[config.mk]
export PLATFORM = sky130hd
export DESIGN_NAME = serial_frame_builder_crc16_core
export DESIGN_NICKNAME = d
export VERILOG_FILES = /design/src/rtl/core/sfb_pkg.sv /design/src/rtl/core/serial_frame_builder_crc16_core.sv /design/src/rtl/core/sfb_apb_regs.sv /design/src/rtl/core/sfb_frame_seq.sv
export SDC_FILE = /design/constraint.sdc
export NUM_CORES = 1
export LEC_CHECK = 0
export BUFFER_PORTS_ARGS = -buffer_cell sky130_fd_sc_hd__clkbuf_2
export CAP_MARGIN = 20
export CORE_AREA = 2 2 201 124
export CTS_CLUSTER_DIAMETER = 40
export DETAILED_ROUTE_END_ITERATION = 10
export DIE_AREA = 0 0 203 126
export PLACE_DENSITY = 0.56
export SETUP_SLACK_MARGIN = 0.1
export SYNTH_ARGS = -nofsm -noshare
export SYNTH_HDL_FRONTEND = slang
export SYNTH_HIERARCHICAL = 1
export SYNTH_SLANG_ARGS = --single-unit
[constraint.sdc]
create_clock -name clk_i -period 11.6 [get_ports clk_i]
set_input_delay 2.32 -clock clk_i [delete_from_list [all_inputs] [get_ports clk_i]]
set_output_delay 2.32 -clock clk_i [all_outputs]
set_load 0.02 [all_outputs]
[src/rtl/core/sfb_pkg.sv]
// ----------------------------------------------------------------------------
// sfb_pkg: shared types, constants and CRC helper for the frame builder
// Holds request codes, sequencer phases, config reset values and the
// byte-wise CRC16/MODBUS update.
// ----------------------------------------------------------------------------
`timescale 1ns / 1ps

package sfb_pkg;

  localparam int unsigned ByteW    = 8;
  localparam int unsigned CrcW     = 16;
  localparam int unsigned ReqW     = 2;
  localparam int unsigned ApbDataW = 32;
  localparam int unsigned ApbAddrW = 4;

  localparam logic [CrcW-1:0]  CrcInit = 16'hFFFF;
  localparam logic [CrcW-1:0]  CrcPoly = 16'hA001;
  localparam logic [ByteW:0]   MsgHdrLen = 9'd3;

  localparam logic [ByteW-1:0] HeaderFirstRst  = 8'd170;
  localparam logic [ByteW-1:0] HeaderSecondRst = 8'd85;
  localparam logic [ByteW-1:0] TailValueRst    = 8'd90;
  localparam logic [ByteW-1:0] MaxDataLenRst   = 8'd255;

  // Register indexes on the config port
  typedef enum logic [1:0] {
    REG_HEADER_FIRST  = 2'd0,
    REG_HEADER_SECOND = 2'd1,
    REG_TAIL_VALUE    = 2'd2,
    REG_MAX_DATA_LEN  = 2'd3
  } sfb_reg_e;

  typedef enum logic [ReqW-1:0] {
    REQ_MSG = 2'd0,
    REQ_RAW = 2'd1,
    REQ_PAY = 2'd2
  } sfb_req_e;

  typedef enum logic [3:0] {
    PH_START,
    PH_ERR,
    PH_HDR1,
    PH_HDR2,
    PH_LEN,
    PH_MT,
    PH_SN,
    PH_SQ,
    PH_DATA,
    PH_CRCL,
    PH_CRCH,
    PH_TAIL,
    PH_SKIP
  } sfb_phase_e;

  typedef struct packed {
    logic [ByteW-1:0] header_first;
    logic [ByteW-1:0] header_second;
    logic [ByteW-1:0] tail_value;
    logic [ByteW-1:0] max_data_len;
  } sfb_cfg_t;

  typedef struct packed {
    logic [ReqW-1:0]  req_type;
    logic [ByteW-1:0] msg_type;
    logic [ByteW-1:0] session_num;
    logic [ByteW-1:0] seq_num;
    logic [ByteW-1:0] length_in;
    logic [ByteW-1:0] byte_in;
  } sfb_item_t;

  typedef struct packed {
    logic             valid;
    logic [ByteW-1:0] data;
    logic             last;
    logic             err;
  } sfb_beat_t;

  // One byte through the reflected CRC16/MODBUS register
  function automatic logic [CrcW-1:0] crc16_upd(input logic [CrcW-1:0]  crc,
                                                input logic [ByteW-1:0] b);
    logic [CrcW-1:0] c;
    c = crc ^ {{(CrcW-ByteW){1'b0}}, b};
    for (int i = 0; i < ByteW; i++) begin
      c = c[0] ? ((c >> 1) ^ CrcPoly) : (c >> 1);
    end
    return c;
  endfunction

endpackage

[src/rtl/core/serial_frame_builder_crc16_core.sv]
// ----------------------------------------------------------------------------
// serial_frame_builder_crc16_core: length-prefixed frame builder, CRC16
// Input register, frame sequencer and output register for wire bytes.
// ----------------------------------------------------------------------------
// Path: an accepted item waits in the input register; the sequencer passes its
//   wire bytes through the output register. Throughput: one wire byte per cycle
//   while the sink does not stall. A payload byte emits itself (plus CRC and tail
//   when it closes the frame), a begin the headers and length (message type,
//   session, sequence for a message; CRC, tail if empty), a rejection one error byte.
// Reset: asynchronous, active low; clears frame state, CRC to 0xFFFF, config to defaults.
`timescale 1ns / 1ps

module serial_frame_builder_crc16_core (
  input  logic                         clk_i,
  input  logic                         rst_ni,
  // input stream
  input  logic                         s_axis_tvalid,
  output logic                         s_axis_tready,
  // [7:0] msg_type, [15:8] session_num, [23:16] seq_num,
  // [31:24] length_in, [39:32] byte_in
  input  logic [39:0]                  s_axis_tdata,
  // [1:0] req_type
  input  logic [1:0]                   s_axis_tuser,
  // output stream
  output logic                         m_axis_tvalid,
  input  logic                         m_axis_tready,
  // [7:0] out_byte
  output logic [7:0]                   m_axis_tdata,
  output logic                         m_axis_tlast,
  // [0] out_error
  output logic [0:0]                   m_axis_tuser,
  // configuration
  input  logic                         psel,
  input  logic                         penable,
  input  logic                         pwrite,
  input  logic [sfb_pkg::ApbAddrW-1:0] paddr,
  input  logic [sfb_pkg::ApbDataW-1:0] pwdata,
  output logic [sfb_pkg::ApbDataW-1:0] prdata,
  output logic                         pready
);

  sfb_pkg::sfb_cfg_t  cfg;
  sfb_pkg::sfb_item_t item_q, item_d;
  sfb_pkg::sfb_beat_t beat;
  logic               item_valid_q, item_valid_d;
  logic               in_xfer;
  logic               seq_done;
  logic               out_free;

  logic               out_valid_q, out_valid_d;
  logic [7:0]         out_byte_q;
  logic               out_last_q;
  logic               out_err_q;

  sfb_apb_regs u_regs (
    .clk_i   (clk_i),
    .rst_ni  (rst_ni),
    .psel    (psel),
    .penable (penable),
    .pwrite  (pwrite),
    .paddr   (paddr),
    .pwdata  (pwdata),
    .prdata  (prdata),
    .pready  (pready),
    .cfg_o   (cfg)
  );

  // Take a new item when the slot is empty or its last step retires now
  assign s_axis_tready = !item_valid_q || seq_done;
  assign in_xfer       = s_axis_tvalid && s_axis_tready;

  always_comb begin
    item_d.req_type    = s_axis_tuser;
    item_d.msg_type    = s_axis_tdata[7:0];
    item_d.session_num = s_axis_tdata[15:8];
    item_d.seq_num     = s_axis_tdata[23:16];
    item_d.length_in   = s_axis_tdata[31:24];
    item_d.byte_in     = s_axis_tdata[39:32];
  end

  always_comb begin
    if (in_xfer) begin
      item_valid_d = 1'b1;
    end else if (seq_done) begin
      item_valid_d = 1'b0;
    end else begin
      item_valid_d = item_valid_q;
    end
  end

  always_ff @(posedge clk_i or negedge rst_ni) begin
    if (!rst_ni) begin
      item_valid_q <= 1'b0;
    end else begin
      item_valid_q <= item_valid_d;
    end
  end

  // Payload register: no reset needed
  always_ff @(posedge clk_i) begin
    if (in_xfer) begin
      item_q <= item_d;
    end
  end

  // Output slot frees up when empty or when its byte is taken this cycle
  assign out_free = !out_valid_q || m_axis_tready;

  sfb_frame_seq u_seq (
    .clk_i        (clk_i),
    .rst_ni       (rst_ni),
    .cfg_i        (cfg),
    .item_i       (item_q),
    .item_valid_i (item_valid_q),
    .out_free_i   (out_free),
    .done_o       (seq_done),
    .beat_o       (beat)
  );

  always_comb begin
    out_valid_d = out_free ? beat.valid : out_valid_q;
  end

  always_ff @(posedge clk_i or negedge rst_ni) begin
    if (!rst_ni) begin
      out_valid_q <= 1'b0;
    end else begin
      out_valid_q <= out_valid_d;
    end
  end

  // Hold the byte while the sink stalls
  always_ff @(posedge clk_i) begin
    if (out_free && beat.valid) begin
      out_byte_q <= beat.data;
      out_last_q <= beat.last;
      out_err_q  <= beat.err;
    end
  end

  assign m_axis_tvalid   = out_valid_q;
  assign m_axis_tdata    = out_byte_q;
  assign m_axis_tlast    = out_last_q;
  assign m_axis_tuser[0] = out_err_q;

endmodule

[src/rtl/core/sfb_apb_regs.sv]
// ----------------------------------------------------------------------------
// sfb_apb_regs: configuration register file
// APB-style slave holding header, tail and length-limit bytes.
// ----------------------------------------------------------------------------
`timescale 1ns / 1ps

module sfb_apb_regs (
  input  logic                                clk_i,
  input  logic                                rst_ni,
  input  logic                                psel,
  input  logic                                penable,
  input  logic                                pwrite,
  input  logic [sfb_pkg::ApbAddrW-1:0]        paddr,
  input  logic [sfb_pkg::ApbDataW-1:0]        pwdata,
  output logic [sfb_pkg::ApbDataW-1:0]        prdata,
  output logic                                pready,
  output sfb_pkg::sfb_cfg_t                   cfg_o
);

  sfb_pkg::sfb_cfg_t cfg_q, cfg_d;
  sfb_pkg::sfb_reg_e sel;
  logic              wr_en;
  logic [sfb_pkg::ByteW-1:0] rd_byte;

  assign pready = 1'b1;
  assign wr_en  = psel & penable & pwrite;
  assign sel    = sfb_pkg::sfb_reg_e'(paddr[3:2]);

  always_comb begin
    cfg_d = cfg_q;
    if (wr_en) begin
      unique case (sel)
        sfb_pkg::REG_HEADER_FIRST:  cfg_d.header_first  = pwdata[sfb_pkg::ByteW-1:0];
        sfb_pkg::REG_HEADER_SECOND: cfg_d.header_second = pwdata[sfb_pkg::ByteW-1:0];
        sfb_pkg::REG_TAIL_VALUE:    cfg_d.tail_value    = pwdata[sfb_pkg::ByteW-1:0];
        sfb_pkg::REG_MAX_DATA_LEN:  cfg_d.max_data_len  = pwdata[sfb_pkg::ByteW-1:0];
        default:                    cfg_d = cfg_q;
      endcase
    end
  end

  always_comb begin
    unique case (sel)
      sfb_pkg::REG_HEADER_FIRST:  rd_byte = cfg_q.header_first;
      sfb_pkg::REG_HEADER_SECOND: rd_byte = cfg_q.header_second;
      sfb_pkg::REG_TAIL_VALUE:    rd_byte = cfg_q.tail_value;
      sfb_pkg::REG_MAX_DATA_LEN:  rd_byte = cfg_q.max_data_len;
      default:                    rd_byte = '0;
    endcase
  end

  assign prdata = {{(sfb_pkg::ApbDataW-sfb_pkg::ByteW){1'b0}}, rd_byte};
  assign cfg_o  = cfg_q;

  always_ff @(posedge clk_i or negedge rst_ni) begin
    if (!rst_ni) begin
      cfg_q.header_first  <= sfb_pkg::HeaderFirstRst;
      cfg_q.header_second <= sfb_pkg::HeaderSecondRst;
      cfg_q.tail_value    <= sfb_pkg::TailValueRst;
      cfg_q.max_data_len  <= sfb_pkg::MaxDataLenRst;
    end else begin
      cfg_q <= cfg_d;
    end
  end

endmodule

[src/rtl/core/sfb_frame_seq.sv]
// ----------------------------------------------------------------------------
// sfb_frame_seq: frame sequencer
// Walks the wire bytes caused by the held item, one per step, and keeps
// the CRC, byte count and frame flags.
// ----------------------------------------------------------------------------
`timescale 1ns / 1ps

module sfb_frame_seq (
  input  logic                 clk_i,
  input  logic                 rst_ni,
  input  sfb_pkg::sfb_cfg_t    cfg_i,
  input  sfb_pkg::sfb_item_t   item_i,
  input  logic                 item_valid_i,
  input  logic                 out_free_i,
  output logic                 done_o,
  output sfb_pkg::sfb_beat_t   beat_o
);

  sfb_pkg::sfb_phase_e ph_q, cur_ph, first_ph, nxt_ph;
  sfb_pkg::sfb_req_e   req;

  logic [sfb_pkg::CrcW-1:0]  crc_q, crc_d;
  logic [sfb_pkg::ByteW-1:0] bl_q, bl_d;
  logic                      fo_q, fo_d;
  logic                      dr_q, dr_d;

  logic [sfb_pkg::ByteW:0]   total;
  logic                      too_long;
  logic                      is_msg;
  logic                      len_zero;
  logic                      emit_req;
  logic                      last_step;
  logic                      advance;
  logic [sfb_pkg::ByteW-1:0] ob;
  logic                      olast, oerr;

  assign req      = sfb_pkg::sfb_req_e'(item_i.req_type);
  assign is_msg   = (req == sfb_pkg::REQ_MSG);
  assign len_zero = (item_i.length_in == '0);
  assign total    = is_msg ? ({1'b0, item_i.length_in} + sfb_pkg::MsgHdrLen)
                           : {1'b0, item_i.length_in};
  assign too_long = total > {1'b0, cfg_i.max_data_len};

  always_comb begin
    unique case (req)
      sfb_pkg::REQ_MSG,
      sfb_pkg::REQ_RAW: first_ph = too_long ? sfb_pkg::PH_ERR : sfb_pkg::PH_HDR1;
      sfb_pkg::REQ_PAY: first_ph = fo_q ? sfb_pkg::PH_DATA : sfb_pkg::PH_SKIP;
      default:          first_ph = sfb_pkg::PH_SKIP;
    endcase
  end

  assign cur_ph = (ph_q == sfb_pkg::PH_START) ? first_ph : ph_q;

  always_comb begin
    emit_req  = 1'b0;
    ob        = '0;
    olast     = 1'b0;
    oerr      = 1'b0;
    last_step = 1'b0;
    nxt_ph    = sfb_pkg::PH_START;
    crc_d     = crc_q;
    bl_d      = bl_q;
    fo_d      = fo_q;
    dr_d      = dr_q;
    unique case (cur_ph)
      sfb_pkg::PH_ERR: begin
        emit_req  = 1'b1;
        olast     = 1'b1;
        oerr      = 1'b1;
        fo_d      = 1'b0;
        dr_d      = !len_zero;
        bl_d      = item_i.length_in;
        crc_d     = sfb_pkg::CrcInit;
        last_step = 1'b1;
      end
      sfb_pkg::PH_HDR1: begin
        emit_req = 1'b1;
        ob       = cfg_i.header_first;
        crc_d    = sfb_pkg::crc16_upd(sfb_pkg::CrcInit, ob);
        fo_d     = 1'b0;
        dr_d     = 1'b0;
        nxt_ph   = sfb_pkg::PH_HDR2;
      end
      sfb_pkg::PH_HDR2: begin
        emit_req = 1'b1;
        ob       = cfg_i.header_second;
        crc_d    = sfb_pkg::crc16_upd(crc_q, ob);
        nxt_ph   = sfb_pkg::PH_LEN;
      end
      sfb_pkg::PH_LEN: begin
        emit_req = 1'b1;
        ob       = total[sfb_pkg::ByteW-1:0];
        crc_d    = sfb_pkg::crc16_upd(crc_q, ob);
        bl_d     = item_i.length_in;
        if (is_msg) begin
          nxt_ph = sfb_pkg::PH_MT;
        end else if (len_zero) begin
          nxt_ph = sfb_pkg::PH_CRCL;
        end else begin
          fo_d      = 1'b1;
          last_step = 1'b1;
        end
      end
      sfb_pkg::PH_MT: begin
        emit_req = 1'b1;
        ob       = item_i.msg_type;
        crc_d    = sfb_pkg::crc16_upd(crc_q, ob);
        nxt_ph   = sfb_pkg::PH_SN;
      end
      sfb_pkg::PH_SN: begin
        emit_req = 1'b1;
        ob       = item_i.session_num;
        crc_d    = sfb_pkg::crc16_upd(crc_q, ob);
        nxt_ph   = sfb_pkg::PH_SQ;
      end
      sfb_pkg::PH_SQ: begin
        emit_req = 1'b1;
        ob       = item_i.seq_num;
        crc_d    = sfb_pkg::crc16_upd(crc_q, ob);
        if (len_zero) begin
          nxt_ph = sfb_pkg::PH_CRCL;
        end else begin
          fo_d      = 1'b1;
          last_step = 1'b1;
        end
      end
      sfb_pkg::PH_DATA: begin
        emit_req = 1'b1;
        ob       = item_i.byte_in;
        crc_d    = sfb_pkg::crc16_upd(crc_q, ob);
        bl_d     = bl_q - 8'd1;
        if (bl_q == 8'd1) begin
          nxt_ph = sfb_pkg::PH_CRCL;
        end else begin
          last_step = 1'b1;
        end
      end
      sfb_pkg::PH_CRCL: begin
        emit_req = 1'b1;
        ob       = crc_q[sfb_pkg::ByteW-1:0];
        nxt_ph   = sfb_pkg::PH_CRCH;
      end
      sfb_pkg::PH_CRCH: begin
        emit_req = 1'b1;
        ob       = crc_q[sfb_pkg::CrcW-1:sfb_pkg::ByteW];
        nxt_ph   = sfb_pkg::PH_TAIL;
      end
      sfb_pkg::PH_TAIL: begin
        emit_req  = 1'b1;
        ob        = cfg_i.tail_value;
        olast     = 1'b1;
        fo_d      = 1'b0;
        crc_d     = sfb_pkg::CrcInit;
        last_step = 1'b1;
      end
      sfb_pkg::PH_SKIP: begin
        // count down the bytes of a rejected frame
        if (req == sfb_pkg::REQ_PAY && !fo_q && dr_q) begin
          bl_d = bl_q - 8'd1;
          if (bl_q == 8'd1) begin
            dr_d = 1'b0;
          end
        end
        last_step = 1'b1;
      end
      default: begin
        last_step = 1'b1;
      end
    endcase
  end

  assign advance = item_valid_i && (!emit_req || out_free_i);
  assign done_o  = advance && last_step;

  assign beat_o.valid = advance && emit_req;
  assign beat_o.data  = ob;
  assign beat_o.last  = olast;
  assign beat_o.err   = oerr;

  always_ff @(posedge clk_i or negedge rst_ni) begin
    if (!rst_ni) begin
      ph_q  <= sfb_pkg::PH_START;
      crc_q <= sfb_pkg::CrcInit;
      bl_q  <= '0;
      fo_q  <= 1'b0;
      dr_q  <= 1'b0;
    end else if (advance) begin
      ph_q  <= last_step ? sfb_pkg::PH_START : nxt_ph;
      crc_q <= crc_d;
      bl_q  <= bl_d;
      fo_q  <= fo_d;
      dr_q  <= dr_d;
    end
  end

`ifndef SYNTH
  a_open_xor_drop : assert property (@(posedge clk_i) disable iff (!rst_ni)
    !(fo_q && dr_q))
    else $error("frame open and dropping at once");

  a_drop_count : assert property (@(posedge clk_i) disable iff (!rst_ni)
    dr_q |-> (bl_q != '0))
    else $error("dropping with no bytes left");

  a_open_count : assert property (@(posedge clk_i) disable iff (!rst_ni)
    (fo_q && ph_q == sfb_pkg::PH_START) |-> (bl_q != '0))
    else $error("open frame between items with no bytes left");

  a_mid_item_held : assert property (@(posedge clk_i) disable iff (!rst_ni)
    (ph_q != sfb_pkg::PH_START) |-> item_valid_i)
    else $error("sequence in progress without a held item");
`endif

endmodule

# After elaboration in Yosys (flattened, before gate mapping)
# Index checks and enable logic that the tools add are counted.
[totals] reg_bits=116 input_bits=85 output_inout_bits=45 elab_cells=233
[classes] add_sub_neg=2 n_lt_le_gt_ge=1 n_eq_ne=21 mux=86 n_bitwise=65 reduce_logical=38
[op_table] cell="2-to-1 mux 16 bit" count=56
[op_table] cell="NOT 2 -> 3 bit" count=56
[op_table] cell="one-hot mux 16 bit (8 select lines)" count=1
[op_table] cell="XOR 16 x 8 -> 16 bit" count=6
[op_table] cell="one-hot mux 8 bit (10 select lines)" count=1
[op_table] cell="one-hot mux 4 bit (9 select lines)" count=1
[op_table] cell="one-hot mux 8 bit (4 select lines)" count=1
[op_table] cell="one-hot mux 8 bit (3 select lines)" count=1
[op_table] cell="equality test 4 bit (second input constant)" count=5
[op_table] cell="2-to-1 mux 4 bit" count=5
[op_table] cell="equality test 4 x 3 -> 1 bit (second input constant)" count=4
[op_table] cell="NOT 8 -> 16 bit" count=1
[op_table] cell="2-to-1 mux 1 bit" count=12
[op_table] cell="OR reduction 11 bit" count=1
[op_table] cell="AND reduction 2 bit" count=5
[op_table] cell="adder 8 x 2 -> 9 bit (second input constant)" count=1
[op_table] cell="greater-than comparator 9 x 8 -> 1 bit" count=1
[op_table] cell="2-to-1 mux 9 bit" count=1
[op_table] cell="nonzero test 3 bit" count=3
[op_table] cell="equality test 4 x 2 -> 1 bit (second input constant)" count=2
[op_table] cell="equality test 8 x 1 -> 1 bit (second input constant)" count=1
[op_table] cell="logical NOT 8 bit" count=1
[op_table] cell="2-to-1 mux 8 bit" count=1
[op_table] cell="one-hot mux 4 bit (2 select lines)" count=1
[op_table] cell="23 further kinds" count=45

# Logic depth before layout (Yosys ltp)
[depth] word_depth=20 depth_mapped=18 ltp_nobuf=17

# Modules after synthesis
# The synthesis kept the hierarchy.
[modules_own_cells] module="sfb_frame_seq" n_inst=1 cells_each=577 area_each_um2=4840.9 seq_area_each_um2=770.7
[modules_own_cells] module="serial_frame_builder_crc16_core" n_inst=1 cells_each=60 area_each_um2=1669.1 seq_area_each_um2=1611.5
[modules_own_cells] module="sfb_apb_regs" n_inst=1 cells_each=107 area_each_um2=1650.3 seq_area_each_um2=825.8

# Worst setup path after synthesis
# OpenSTA, ideal clock, no wires.
[synth_timing] path_type="register to output" from="reg item_q[8] in the netlist's numbering" to="out s_axis_tready" arrival_ns=3.155 t_required_ns=9.280 setup_slack_ns=6.125 path_stages_with_launch=17 path_buffers=1 path_cell_list="edfxtp_1 > clkbuf_1 > inv_1 > ha_1 > or3_1 > nor2_1 > nand2_1 > xnor2_1 > ha_1 > and3_1 > a221oi_1 > a21oi_1 > o21bai_1 > o221ai_1 > a21oi_1 > nor2_1 > nand2b_4"
[synth_between] elab_chain_len=14 word_cells_on_any_way=29 classes_between="add/sub (1); order compare (1); eq/ne (11); mux (8); reduce/logical (8)"
[synth_lines] item="from (decl)" line="serial_frame_builder_crc16_core.sv:43" source="sfb_pkg::sfb_item_t item_q, item_d;"
[synth_lines] item="from (signal assigned)" line="serial_frame_builder_crc16_core.sv:102" source="item_q <= item_d;"
[synth_lines] item="adder 8 x 2 -> 9 bit" line="sfb_frame_seq.sv:40" source="assign total = is_msg ? ({1'b0, item_i.length_in} + sfb_pkg::MsgHdrLen)"
[synth_lines] item="2-to-1 mux 9 bit" line="sfb_frame_seq.sv:40"
[synth_lines] item="greater-than comparator 9 x 8 -> 1 bit" line="sfb_frame_seq.sv:42" source="assign too_long = total > {1'b0, cfg_i.max_data_len};"
[synth_lines] item="2-to-1 mux 2 bit" line="sfb_frame_seq.sv:47" source="sfb_pkg::REQ_RAW: first_ph = too_long ? sfb_pkg::PH_ERR : sfb_pkg::PH_HDR1;"
[synth_lines] item="one-hot mux 4 bit (2 select lines)" line="sfb_frame_seq.sv:45" source="unique case (req)"
[synth_lines] item="2-to-1 mux 4 bit" line="sfb_frame_seq.sv:53" source="assign cur_ph = (ph_q == sfb_pkg::PH_START) ? first_ph : ph_q;"
[synth_lines] item="equality test 4 x 2 -> 1 bit (tied with other cells)" line="sfb_frame_seq.sv:66" source="unique case (cur_ph)"
[synth_lines] item="OR reduction 11 bit (no line)"
[synth_lines] item="2-to-1 mux 1 bit" line="sfb_frame_seq.sv:66"
[synth_lines] item="logical NOT 1 bit" line="sfb_frame_seq.sv:173" source="assign advance = item_valid_i && (!emit_req || out_free_i);"
[synth_lines] item="logical OR 1 bit" line="sfb_frame_seq.sv:173"
[synth_lines] item="logical AND 1 bit" line="sfb_frame_seq.sv:173"
[synth_lines] item="logical AND 1 bit (*)" line="sfb_frame_seq.sv:174" source="assign done_o = advance && last_step;"
[synth_lines] item="via seq_done" line="serial_frame_builder_crc16_core.sv:47" source="logic seq_done;"
[synth_lines] item="logical OR 1 bit (*)" line="serial_frame_builder_crc16_core.sv:69" source="assign s_axis_tready = !item_valid_q || seq_done;"
[synth_lines] item="to (decl)" line="serial_frame_builder_crc16_core.sv:18" source="output logic s_axis_tready,"
# Mark *: on every way through the listed nets, which the timed path passes. The rest lies on a longest branch.

# Worst setup path in the final report
# Ends and elaborated chain as after synthesis.

==> run metrics <==
yosys warns 6; simple-gate area share of the yosys netlist 0.105; gr ovfl total 0; gr usage total 0.201; syn_area_per_cell 11.0 sq um; Clock Latency Late Sink 430 ps; post-synth design cell area 0.00816 sq mm; maximum buffer depth of the clock tree 2; CTS H-Tree Depth 4; Layout area overhead 14.9%; asr flop ratio synth 0.552; startpoint types flip-flop; commonest non-fill, non-tap cell in the layout clkbuf_2; routed via count 6250; post-synth top area cell edfxtp_1; Synth Instances 744; most frequent cells in the layout 77 x clkbuf_2, 73 x xnor2_1, 52 x edfxtp_1, 52 x nand2_1, 44 x o21ai_0; PwrDens 392 mW/mm^2; ys flop type edfxtp_1; Max Cap Viol 0; first-pass GRT wire length 37700 microns; Worst Hold Class flip-flop to flip-flop; number of flops mapped to enable cells by yosys 52; Detail Placement HPWL 18500 microns; initial DRC count 738; XOR/XNOR Fraction of Synth Area 0.195; remaining antenna violation count after routing 0; CP Class flip-flop to output pin; Hold Buf Count CTS 0; Nets 911; Tightest Pin Transition 1030 ps; RSZ-0062 raised after global routing false; CTS buffer count 17; largest net degree at the start of global routing 65; WL/cell 21.7 microns; die area 0.0256 sq mm; CTS tree yes; Worst EP arrival 4570 ps; multiplexer share of the synthesized area 0.0701; status completed; WL final 25000 microns; Starting Density 0.344; Die Y 126 microns; gp weighted congestion 0.899; final worst setup slack 4710 ps; Synth cell types 79; row count 44; critical path data required time 9280 ps; Setup violations, final 0; non-filler instance count after layout 1150; clk slew on worst S/H paths 60 ps; sequential share of the synthesized area 0.393; Clock Skews 9.51 ps; Remaining DRCs 0; share of layout cells above drive strength 1 0.268; TNS Setup 0 ps; vias in the first global route 5916; IO Pins 130; Resized Gates After CTS 0; max-slew headroom at the worst pin 0.310; initial antenna violation count 0; Tmin final 6890 ps; endpoint class of the critical path output pin; Diodes inserted 0; top cell type's share of synthesized area 0.191; worst r2r path cells 15; final hold vios 0; max-slew violations 0; Peak VDD IR 272 uV; post-synthesis compound-gate area fraction 0.162; Synth area leaders edfxtp_1 19%, dfstp_2 12%, dfrtp_1 8.6%, xnor2_1 7.8%, mux2_2 4.6%; fmax 145 MHz; largest family of logic cells by synthesized area XOR/XNOR gates; drt pass-1 iters 6; core area 0.0237 sq mm; final period utilization 0.594; Placed Cells 1116; Hold Path Depth 2; Post-CTS Setup Bufs 0; clk sink count 116; Root Buffer Master clkbuf_16; Leakage 3.80 nW; post-synthesis adder-cell area fraction 0.0169; flops & latches, synth 116; Vias/cell 5.43; worst slack, placed 5190 ps; Buffers on Ports 78; die width 203 microns; total power 0.00368 W; worst-path fanout max 9
[report_power, final]
part	switching (W)	internal [W]
sequential	0.000242	0.000649
clock	0.000198	0.000378
combinational	0.00119	0.00102
[area by class of cell]
cell class	count	area, sq um
Sequential cell	116	3210
Fill cell	2290	14300
Multi-Input combinational cell	571	4580
Clock inverter	15	211
Inverter	20	75.1
Tap cell	322	403
Clock buffer	17	425
Timing Repair Buffer	89	473
[worst max-delay path: stages (launching register included)]
cell and delay (ps):
edfxtp_1 570, inv_1 90, ha_1 240, or3_1 420, nor2_1 320, nand2_1 110, xnor2_1 320, ha_1 310
and3_1 170, a221oi_1 400, a21oi_1 220, o21bai_1 260, o221ai_1 160, a21oi_1 170, nor2_1 60, nand2b_4 170
clkbuf_2 150
[state kept, by name, summed over array words and instances (netlist names)]
register       cells
item_q            42
item_valid_q       1
m_axis_tdata       8
m_axis_tlast       1
m_axis_tuser       1
m_axis_tvalid      1
u_regs/cfg_o      32
u_seq/bl_q         8
u_seq/crc_q       16
u_seq/dr_q         1
u_seq/fo_q         1
u_seq/ph_q         4
[final timing paths]
path                                             startpoint                      endpoint  slack (ps)
worst min-delay path            u_seq/crc_q[13]$_DFFE_PN1P_   u_seq/crc_q[13]$_DFFE_PN1P_         470
min in group asynchronous                            rst_ni     m_axis_tvalid$_DFFE_PN0P_        2070
worst max register to register          item_q[8]$_DFFE_PP_    u_seq/crc_q[0]$_DFFE_PN1P_        6380
worst max-delay path                    item_q[8]$_DFFE_PP_                 s_axis_tready        4710
worst min register to register  u_seq/crc_q[13]$_DFFE_PN1P_   u_seq/crc_q[13]$_DFFE_PN1P_         470
max in group asynchronous                            rst_ni  u_regs/cfg_o[13]$_DFFE_PN0P_        8930
[stage by stage]
step	instance area (sq um)	hold WS [ps]	util
after floorplan	8250	447	-
after global placement	8730	460	0.368
after detailed placement	8730	462	0.368
after CTS	9370	471	0.395
after global routing	9380	493	0.395
final	9380	469	0.395
[Yosys cell counts (8+ instances only)]
cell,number
a22o_1,8
nor2_1,35
dfrtp_1,28
xnor3_1,15
ha_1,11
xor2_1,41
o21ai_0,44
xnor2_1,73
nor3_1,11
edfxtp_1,52
mux4_2,8
nand3_1,12
clkbuf_1,23
mux2_2,33
a221o_1,14
a22oi_1,28
inv_1,20
buf_4,27
a21oi_1,25
dfstp_2,36
nand2_1,52
[kinds of logic after synthesis]
family                     Yosys count
AOI/OAI and AO/OA                  188
and+or+nand+nor                    164
xor gates and xnor gates           140
DFF                                116
buffers and inverters               80
muxes                               43
adders and majority gates           11
other                                2
[routing by layer]
metal  wire, microns  track usage
met2            9440        0.255
met1           12400        0.311
met5               0            0
met4             188       0.0485
met3            2940       0.0769
Note: power is estimated with default switching activity, not from simulation.
